**src/swm_pkg.sv**
```systemverilog
// Shared types and constants for the star wildcard matcher.
// No dependencies; every other file refers to it by scoped names.
`default_nettype none
package swm_pkg;

  localparam int MAX_PATTERN = 32;
  localparam int POS_W       = MAX_PATTERN + 1;
  localparam int LEN_W       = $clog2(MAX_PATTERN + 1);
  localparam int IDX_W       = $clog2(MAX_PATTERN);

  localparam logic [7:0] STAR_BYTE = 8'h2A;

  typedef enum logic [1:0] {
    MODE_CLEAR  = 2'd0,
    MODE_APPEND = 2'd1,
    MODE_STRING = 2'd2,
    MODE_END    = 2'd3
  } mode_t;

  // What the pattern store shows to the position update logic.
  typedef struct packed {
    logic [MAX_PATTERN-1:0] star_mask;    // '*' at a filled position
    logic [MAX_PATTERN-1:0] lit_hit;      // literal equal to the compared byte
    logic [POS_W-1:0]       restart_set;  // start set after this request
    logic [LEN_W-1:0]       length;
    logic                   overflow;
  } pat_view_t;

endpackage
`default_nettype wire

```
**src/swm_pattern.sv**
```systemverilog
// Pattern store: bytes, star mask, fill mask, length, overflow flag and the
// star-closed start set. Depends on swm_pkg.
`default_nettype none
module swm_pattern (
  input  wire logic                clk,
  input  wire logic                rst,
  input  wire logic                fire,      // request processed this cycle
  input  wire swm_pkg::mode_t      mode,
  input  wire logic [7:0]          data_byte,
  output swm_pkg::pat_view_t       view
);

  logic [7:0]                      store [swm_pkg::MAX_PATTERN];
  logic [swm_pkg::MAX_PATTERN-1:0] star_mask;
  logic [swm_pkg::MAX_PATTERN-1:0] fill_mask;
  logic [swm_pkg::LEN_W-1:0]       length;
  logic                            overflow;
  logic [swm_pkg::POS_W-1:0]       start_set;
  logic [swm_pkg::POS_W-1:0]       start_set_next;
  logic                            full;
  logic                            is_star;
  logic                            do_append;
  logic [swm_pkg::IDX_W-1:0]       wr_idx;

  assign full      = (length == swm_pkg::LEN_W'(swm_pkg::MAX_PATTERN));
  assign is_star   = (data_byte == swm_pkg::STAR_BYTE);
  assign wr_idx    = length[swm_pkg::IDX_W-1:0];
  assign do_append = fire && (mode == swm_pkg::MODE_APPEND) && !full;

  // A new '*' extends the start set only when the start set already reaches it.
  always_comb begin
    start_set_next = start_set;
    if (mode == swm_pkg::MODE_CLEAR) begin
      start_set_next = swm_pkg::POS_W'(1);
    end else if (mode == swm_pkg::MODE_APPEND && !full) begin
      for (int i = 0; i < swm_pkg::MAX_PATTERN; i++) begin
        if (length == swm_pkg::LEN_W'(i) && start_set[i] && is_star) begin
          start_set_next[i+1] = 1'b1;
        end
      end
    end
  end

  always_ff @(posedge clk) begin
    if (do_append) begin
      store[wr_idx]     <= data_byte;
      star_mask[wr_idx] <= is_star;
    end
  end

  always_ff @(posedge clk) begin
    if (rst) begin
      fill_mask <= '0;
      length    <= '0;
      overflow  <= 1'b0;
      start_set <= swm_pkg::POS_W'(1);
    end else if (fire) begin
      if (mode == swm_pkg::MODE_CLEAR) begin
        fill_mask <= '0;
        length    <= '0;
        overflow  <= 1'b0;
      end else if (mode == swm_pkg::MODE_APPEND) begin
        if (full) begin
          overflow <= 1'b1;
        end else begin
          fill_mask[wr_idx] <= 1'b1;
          length            <= length + swm_pkg::LEN_W'(1);
        end
      end
      start_set <= start_set_next;
    end
  end

  always_comb begin
    view.star_mask   = star_mask & fill_mask;
    for (int i = 0; i < swm_pkg::MAX_PATTERN; i++) begin
      view.lit_hit[i] = fill_mask[i] && !star_mask[i] && (store[i] == data_byte);
    end
    view.restart_set = start_set_next;
    view.length      = length;
    view.overflow    = overflow;
  end

endmodule
`default_nettype wire

```
**src/swm_step.sv**
```systemverilog
// Position set update for one string byte, then closure over '*' runs.
// Depends on swm_pkg.
`default_nettype none
module swm_step (
  input  wire logic [swm_pkg::POS_W-1:0] active,
  input  wire swm_pkg::pat_view_t        view,
  output logic [swm_pkg::POS_W-1:0]      active_next
);

  logic [swm_pkg::POS_W-1:0] raw;
  logic [swm_pkg::POS_W-1:0] prop;
  logic [swm_pkg::POS_W-1:0] gen;
  logic [swm_pkg::POS_W-1:0] sum;
  logic [swm_pkg::POS_W-1:0] carry;

  // A star stays live; a matching literal moves on by one.
  assign raw = {1'b0, active[swm_pkg::MAX_PATTERN-1:0] & view.star_mask}
             | {active[swm_pkg::MAX_PATTERN-1:0] & view.lit_hit, 1'b0};

  // Closure as carry propagation: a live bit on a star ripples a carry through
  // the rest of the star run and into the position just past it.
  assign prop  = {1'b0, view.star_mask};
  assign gen   = {1'b0, raw[swm_pkg::MAX_PATTERN-1:0] & view.star_mask};
  assign sum   = prop + gen;
  assign carry = sum ^ prop ^ gen;

  assign active_next = raw | carry;

endmodule
`default_nettype wire

```
**src/star_wildcard_matcher_top.sv**
```systemverilog
// Star-only glob matcher: top level with input register, position set and
// result register. Depends on swm_pkg, swm_pattern and swm_step.
// An accepted end-of-string request is held in the input register, then loads the result register.
// Throughput: one request per clock; input stalls only behind a held result.
// Reset (rst, synchronous): empty pattern, no overflow, position set {0}.
`default_nettype none
module star_wildcard_matcher_top (
  input  wire logic       clk,
  input  wire logic       rst,
  input  wire logic       s_tvalid,
  output logic            s_tready,
  input  wire logic [7:0] s_tdata,   // [7:0] data_byte
  input  wire logic [1:0] s_tuser,   // [1:0] mode
  output logic            m_tvalid,
  input  wire logic       m_tready,
  output logic [7:0]      m_tdata    // [0] matched, [1] pattern_overflow, [7:2] zero
);

  // Input register
  logic                  in_v;
  swm_pkg::mode_t        in_mode;
  logic [7:0]            in_byte;

  // Set of reachable pattern positions, closed over '*'
  logic [swm_pkg::POS_W-1:0] active;
  logic [swm_pkg::POS_W-1:0] active_next;
  logic [swm_pkg::POS_W-1:0] step_set;

  swm_pkg::pat_view_t    view;
  logic                  advance;
  logic                  fire;
  logic                  out_free;

  // An end request needs a free result register; all others never wait.
  assign out_free = !m_tvalid || m_tready;
  assign advance  = !in_v || (in_mode != swm_pkg::MODE_END) || out_free;
  assign fire     = in_v && advance;
  assign s_tready = advance;

  always_ff @(posedge clk) begin
    if (rst) begin
      in_v <= 1'b0;
    end else if (advance) begin
      in_v <= s_tvalid;
    end
  end

  always_ff @(posedge clk) begin
    if (advance && s_tvalid) begin
      in_mode <= swm_pkg::mode_t'(s_tuser);
      in_byte <= s_tdata;
    end
  end

  swm_pattern u_pattern (
    .clk       (clk),
    .rst       (rst),
    .fire      (fire),
    .mode      (in_mode),
    .data_byte (in_byte),
    .view      (view)
  );

  swm_step u_step (
    .active      (active),
    .view        (view),
    .active_next (step_set)
  );

  // String bytes advance the set; every other request restarts it.
  always_comb begin
    case (in_mode)
      swm_pkg::MODE_STRING: active_next = step_set;
      default:              active_next = view.restart_set;
    endcase
  end

  always_ff @(posedge clk) begin
    if (rst) begin
      active <= swm_pkg::POS_W'(1);
    end else if (fire) begin
      active <= active_next;
    end
  end

  // Result register
  always_ff @(posedge clk) begin
    if (rst) begin
      m_tvalid <= 1'b0;
    end else if (fire && in_mode == swm_pkg::MODE_END) begin
      m_tvalid <= 1'b1;
    end else if (m_tready) begin
      m_tvalid <= 1'b0;
    end
  end

  always_ff @(posedge clk) begin
    if (fire && in_mode == swm_pkg::MODE_END) begin
      m_tdata <= {6'b0, view.overflow, active[view.length]};
    end
  end

  // Checks
  a_end_gives_result: assert property (@(posedge clk) disable iff (rst)
    fire && in_mode == swm_pkg::MODE_END |=> m_tvalid)
    else $error("end of string did not produce a result");

  a_clear_restarts: assert property (@(posedge clk) disable iff (rst)
    fire && in_mode == swm_pkg::MODE_CLEAR |=> active == swm_pkg::POS_W'(1))
    else $error("position set not restarted by clear");

  a_length_bound: assert property (@(posedge clk) disable iff (rst)
    view.length <= swm_pkg::LEN_W'(swm_pkg::MAX_PATTERN))
    else $error("pattern length beyond store");

  a_overflow_full: assert property (@(posedge clk) disable iff (rst)
    view.overflow |-> view.length == swm_pkg::LEN_W'(swm_pkg::MAX_PATTERN))
    else $error("overflow flagged with room left");

  a_stall_only_behind_result: assert property (@(posedge clk) disable iff (rst)
    !s_tready |-> in_v && in_mode == swm_pkg::MODE_END && m_tvalid && !m_tready)
    else $error("input stalled without a held result");

endmodule
`default_nettype wire
```
**config.mk**
```make
export PLATFORM = sky130hd
export DESIGN_NAME = star_wildcard_matcher_top
export DESIGN_NICKNAME = d
export VERILOG_FILES = /design/src/swm_pkg.sv /design/src/swm_pattern.sv /design/src/swm_step.sv /design/src/star_wildcard_matcher_top.sv
export SDC_FILE = /design/constraint.sdc
export NUM_CORES = 1
export LEC_CHECK = 0
export BUFFER_PORTS_ARGS = -buffer_cell sky130_fd_sc_hd__buf_2
export CORE_MARGIN = 2
export CORE_UTILIZATION = 35
export CTS_BUF_LIST = sky130_fd_sc_hd__clkbuf_8
export DETAILED_ROUTE_END_ITERATION = 7
export PLACE_DENSITY = 0.5
export RECOVER_POWER = 25
export SLEW_MARGIN = 20
export SYNTH_ARGS = -nofsm -noshare
export SYNTH_HDL_FRONTEND = slang
export SYNTH_SLANG_ARGS = --single-unit
```
**constraint.sdc**
```tcl
create_clock -name clk -period 4.11 [get_ports clk]
set_clock_uncertainty 0.15 [all_clocks]
set_input_delay 0.822 -clock clk [delete_from_list [all_inputs] [get_ports clk]]
set_output_delay 0.822 -clock clk [all_outputs]
set_load 0.01 [all_outputs]
```
======== Yosys cells after proc, flatten, opt, wreduce, memory -nomap -nowiden ========
Memory sizes are Yosys's and may differ from the RTL's.
Cells that the tools add are included.
W data, S select, Z words.
cells by class
  reductions and logical operators ........ 180
  $add $sub $neg .......................... 2
  order comparisons ....................... 3
  bitwise gates (word level) .............. 9
  equality and inequality tests ........... 70
  multiplexer cells ....................... 54
  shift operators ......................... 0
  multipliers ............................. 0
  div/mod/pow operators ................... 0
operators by type and width
  operator               number
  $eq A8 B8 Y1           32
  $mux W32               5
  $logic_and A1 B1 Y1    135
  $and A32 B32 Y32       4
  $eq A6 B5 Y1 const B   16
  $xor A33 B32 Y33       2
  $eq A6 B4 Y1 const B   8
  $mux W1                42
  $logic_not A1 Y1       35
  $add A32 B32 Y33       1
  $mux W33               1
  $or A32 B33 Y33        1
  $or A33 B33 Y33        1
  $bwmux W32             1
  $or A32 B32 Y32        1
  $eq A6 B3 Y1 const B   4
  $mux W6                3
  $eq A6 B2 Y1 const B   2
  $eq A8 B6 Y1 const B   1
  $lt A6 B7 Y1 const B   1
  $add A6 B1 Y6 const B  1
  $bmux W1 S6            1
  $eq A6 B1 Y1 const B   1
  $eq A6 B6 Y1 const B   1
  other kinds (11)       18
word-level totals
  output and inout bits ................... 10
  RAM bits ................................ 256
  register bits ........................... 151
  memories kept ........................... 1
  bits in read-only memories .............. 0
  latch bits .............................. 0
memory list
  memory           depth  bits a word  rd ports  clocked after Yosys merged registers in  wr ports  line               text
  u_pattern.store  32     8            32        0                                        1         swm_pattern.sv:13  logic [7:0] store [swm_pkg::MAX_PATTERN];

======== Logic depth before layout (Yosys ltp) ========
  depth after elaboration ................. 11
  gate-level depth with buffers ........... 16
  depth with buffers taken out ............ 14

======== Hierarchy ========
A second synthesis with hierarchy kept.
unflattened totals
  cell total of the unflattened synthesis .. 1,638
  area, all modules ....................... 19,319.8 sq um
by module, submodules not included
  module                     cells each  area each (sq um)  instances
  swm_pattern                1,154       15,367.2           1
  star_wildcard_matcher_top  210         2,285.9            1
  swm_step                   274         1,666.6            1

======== Least setup slack after synthesis ========
No wires, ideal clock.
  kind .................................... reg2reg
  start ................................... reg in_byte[6]
  end ..................................... reg active[28] (netlist name)
  clock period less this slack ............ 3.835 ns
  required time ........................... 3.826 ns
  arrival ................................. 3.552 ns
  setup slack ............................. 0.275 ns
  buffers on the path ..................... 2
  stages on the path, launching flop included .. 17
  setup time .............................. 0.134 ns
  cell sequence ........................... edfxtp_1 buf_2 buf_2 xnor2_1 nand3_1 nor4_4 nor3_1 ha_1 a31o_2 a21oi_1 a21o_1 a31o_4 a2111oi_4 nor4_1 o31ai_1 a21oi_1 o22ai_1
on the way
  word-level cells in the longest chain between the ends .. 10
RTL lines
  what                           line                             text
  from (decl)                    star_wildcard_matcher_top.sv:22  logic [7:0] in_byte;
  from (signal assigned)         star_wildcard_matcher_top.sv:51  in_byte <= s_tdata;
  $eq A8 B8 Y1                   swm_pattern.sv:77                view.lit_hit[i] = fill_mask[i] && !star_mask[i] && (store[i] == data_byte);
  $logic_and A1 B1 Y1            swm_pattern.sv:77
  $and A32 B32 Y32               swm_step.sv:18                   | {active[swm_pkg::MAX_PATTERN-1:0] & view.lit_hit, 1'b0};
  $or A32 B33 Y33                swm_step.sv:18
  $and A32 B32 Y32               swm_step.sv:23                   assign gen = {1'b0, raw[swm_pkg::MAX_PATTERN-1:0] & view.star_mask};
  $add A32 B32 Y33               swm_step.sv:24                   assign sum = prop + gen;
  $xor A33 B32 Y33 (2 in a row)  swm_step.sv:25                   assign carry = sum ^ prop ^ gen;
  $or A33 B33 Y33                swm_step.sv:27                   assign active_next = raw | carry;
  $mux W33 *                     star_wildcard_matcher_top.sv:72  case (in_mode)
  to (signal assigned)           star_wildcard_matcher_top.sv:80  active <= swm_pkg::POS_W'(1);
  to (signal assigned)           star_wildcard_matcher_top.sv:82  active <= active_next;
  to (decl)                      star_wildcard_matcher_top.sv:25  logic [swm_pkg::POS_W-1:0] active;
Mark *: on every way between the ends. The rest lies on a longest branch, timed or not.
A chain may end at the register's enable or synchronous reset.

======== Worst setup path in the final report ========
  start ................................... reg in_byte[1]
  end ..................................... reg active[28] (netlist name)
Same word-level chain as after synthesis.

==> run metrics <==
vias in the first global route 13300; Final Routed Wirelength 55000 µm; clock transition at the registers of the reported paths 60 ps; WHS 213 ps; Die ar. 56200 µm²; post-synthesis sequential area ratio 0.586; FP Rows 85; largest cells by area after synthesis edfxtp_1, dfxtp_1, xor2_1; Setup Crit Path Kind flop to flop; CTS tree yes; Sw Share 0.240; drt wl/cell 22.0 µm; dpl hpwl 37600 µm; Worst path max stage delay 540 ps; Die Ht 237 µm; Gate Count Post-Synth 1647; top_reg_cell synth edfxtp_1; Peak VDD IR 0.273 mV; setup ws final 191 ps; synthesized area per cell 11.5 µm²; DR vias/cell 5.40; CTS Hold Buffers Added 0; yosys warns 0; FFs w/ async S/R, synth 0; Worst Setup Start Kind flop; port bufs 17; first-pass iteration count of the detailed router 5; RSZ-0062 raised after global routing false; Comb power frac 0.057; setup slack, reg-to-reg 190 ps; M3 GR Usage 0.0377; via count 13500; CTS root buffer clkbuf_8; Worst Hold Class primary input to flop; Static Leak 7.28 nW; Die W 237 µm; clock buffer count from CTS 70; Power Dens Cells 384 nW/µm²; area delta synth->final 14.0%; busiest layer in global routing met2; Nets 1764; Crit Path Max Fanout 26; pre-CTS setup slack -87.1 ps; clk buf depth 3; Netlist cell types 79; Clk pwr share 0.407; Setup crit end kind flop; M1 GR Usage 0.275; Initial DRC Count 1132; met2 usage 0.301; WP data arrival 4260 ps; Pwr Total 0.00833 W; Worst-Margin Slew 1020 ps; most common cell after layout, fill and taps aside edfxtp_1; Routed Antenna Nets 0; CTS H-tree depth 3; first-pass GRT wire length 82700 µm; initial antenna violation count 2; Flop pwr share 0.537; dpl cell area 20400 µm²; commonest cells after routing, fill and taps aside edfxtp_1, nor2_1, xor2_1; largest net degree at the start of global routing 61; gpl congestion 0.934; final setup violation count 0; Worst path slowest cell o21ai_0; Int Pwr 0.00633 W; initial core utilization 0.353; Hold Violations, Final 0; share of cells above drive strength 1 0.131; fin crit share 0.954; pins over their slew limit 0; critical path, cell by cell buf_12, clkbuf_1, xor2_1, nor3_1, a32o_1, o21ai_0, o221ai_1, nor4_2, buf_4, o31ai_1, a21oi_1, o22ai_1; latest clock arrival within the worst-skew pair 640 ps; Yosys top cell area share 0.474; fmax 0.255 GHz; Yosys top cell by area edfxtp_1; Synth Cell Area 19000 µm²; CORE AREA 53800 µm²; status completed; minimum clock period 3920 ps; Slew Limit Headroom 0.318; drt drc 0; GRT Overall Usage 0.196; GRT overflow 0; number of synthesized flops with an enable pin 300; Sw Pwr 0.00200 W; Synth Register Bits 407; I/O pin total 24; max_cap viols 0; CTS sink cnt 407; CP Data Required Time 4450 ps; final instance area 21700 µm²
layout make-up:
cell class / count / area, µm²
Fill cell: 5212 / 32100
Sequential cell: 407 / 11200
Multi-Input combinational cell: 1132 / 7380
Clock buffer: 75 / 1030
Timing Repair Buffer: 120 / 980
Tap cell: 696 / 871
Clock inverter: 48 / 215
Inverter: 14 / 52.6
Antenna cell: 2 / 5.00
per-layer routing:
layer / up-vias / share of wire
met5: - / 0
met4: 0 / 0.033
met3: 113 / 0.062
met2: 494 / 0.44
met1: 6595 / 0.46
li1: 6264 / -
registers in the layout, indices dropped and copies added, names as in the netlist:
register             cells
u_pattern.fill_mask     32
in_v                     1
m_tdata                  2
u_pattern.star_mask     32
m_tvalid                 1
u_pattern.store        256
u_pattern.start_set     33
u_pattern.length         6
active                  33
in_mode                  2
u_pattern.overflow       1
in_byte                  8
worst max-delay path, delay by kind of cell, from the launching register on:
family / cells / cell delay (ps)
AND/OR/NAND/NOR: 2 / 620
XOR/XNOR: 1 / 190
flip-flops: 1 / 370
buffers and inverters: 3 / 820
AO/OA/AOI/OAI: 6 / 1610
power by group through the flow:
| stage | combinational [W] | sequential [W] | clock, W |
|---|---|---|---|
| finish | 0.000474 | 0.00447 | 0.00339 |
| global route | 0.000517 | 0.00447 | 0.00364 |
| CTS | 0.000476 | 0.00447 | 0.00349 |
| detailed placement | 0.000471 | 0.00456 | 0 |
| global placement | 0.000466 | 0.00456 | 0 |
| floorplan | 0.000289 | 0.00455 | 0 |
cells by family (layout without fill, tap and decap cells):
group | Yosys count | after routing | share of synthesized area
simple gates | 561 | 561 | 0.147
flops | 407 | 407 | 0.586
compound gates | 291 | 291 | 0.103
xor+xnor | 259 | 259 | 0.119
buf+inv | 113 | 257 | 0.0288
mux | 10 | 10 | 0.0118
fa+ha+maj | 5 | 5 | 0.00329
other cells | 1 | 8 | 0.000197
timing repair:
item / in CTS / in global routing
hold endpoints to repair: 0 / 0
buffers inserted: 1 / 1
cloned: 0 / 0
gates resized for setup: 0 / 6
setup endpoints to repair: 5 / 7
worst paths after layout:
path / startpoint / endpoint / cells after the start
worst max-delay path: in_byte[1] / active[28] / 12
worst min-delay path: s_tuser[1] / in_mode[1] / 1
worst max register to register: in_byte[1] / active[28] / 12
worst min register to register: u_pattern.start_set[32] / u_pattern.start_set[32] / 2
cell usage after synthesis, types with 12 or more instances:
library cell    n
a21oi_1        65
and2_1         21
buf_4          28
clkbuf_1       59
nor4_1         32
a211oi_1       14
nor3_1         61
dfxtp_1       107
and3_1         27
inv_1          14
nor2_1        172
xor2_1        172
xnor2_1        87
o21ai_0        49
a31oi_1        62
a311oi_1       12
edfxtp_1      300
nand4_1        21
nand3_1        62
nand2_1        94
per-stage QoR:
step | utilization | TNS (ps) | instances
global route | 0.403 | 0 | 2493
floorplan | - | 0 | 1652
finish | 0.403 | 0 | 2494
detailed placement | 0.379 | -239 | 2367
CTS | 0.402 | 0 | 2491
global placement | 0.379 | -498 | 2367
No activity file was read; power rests on OpenSTA's default activity.
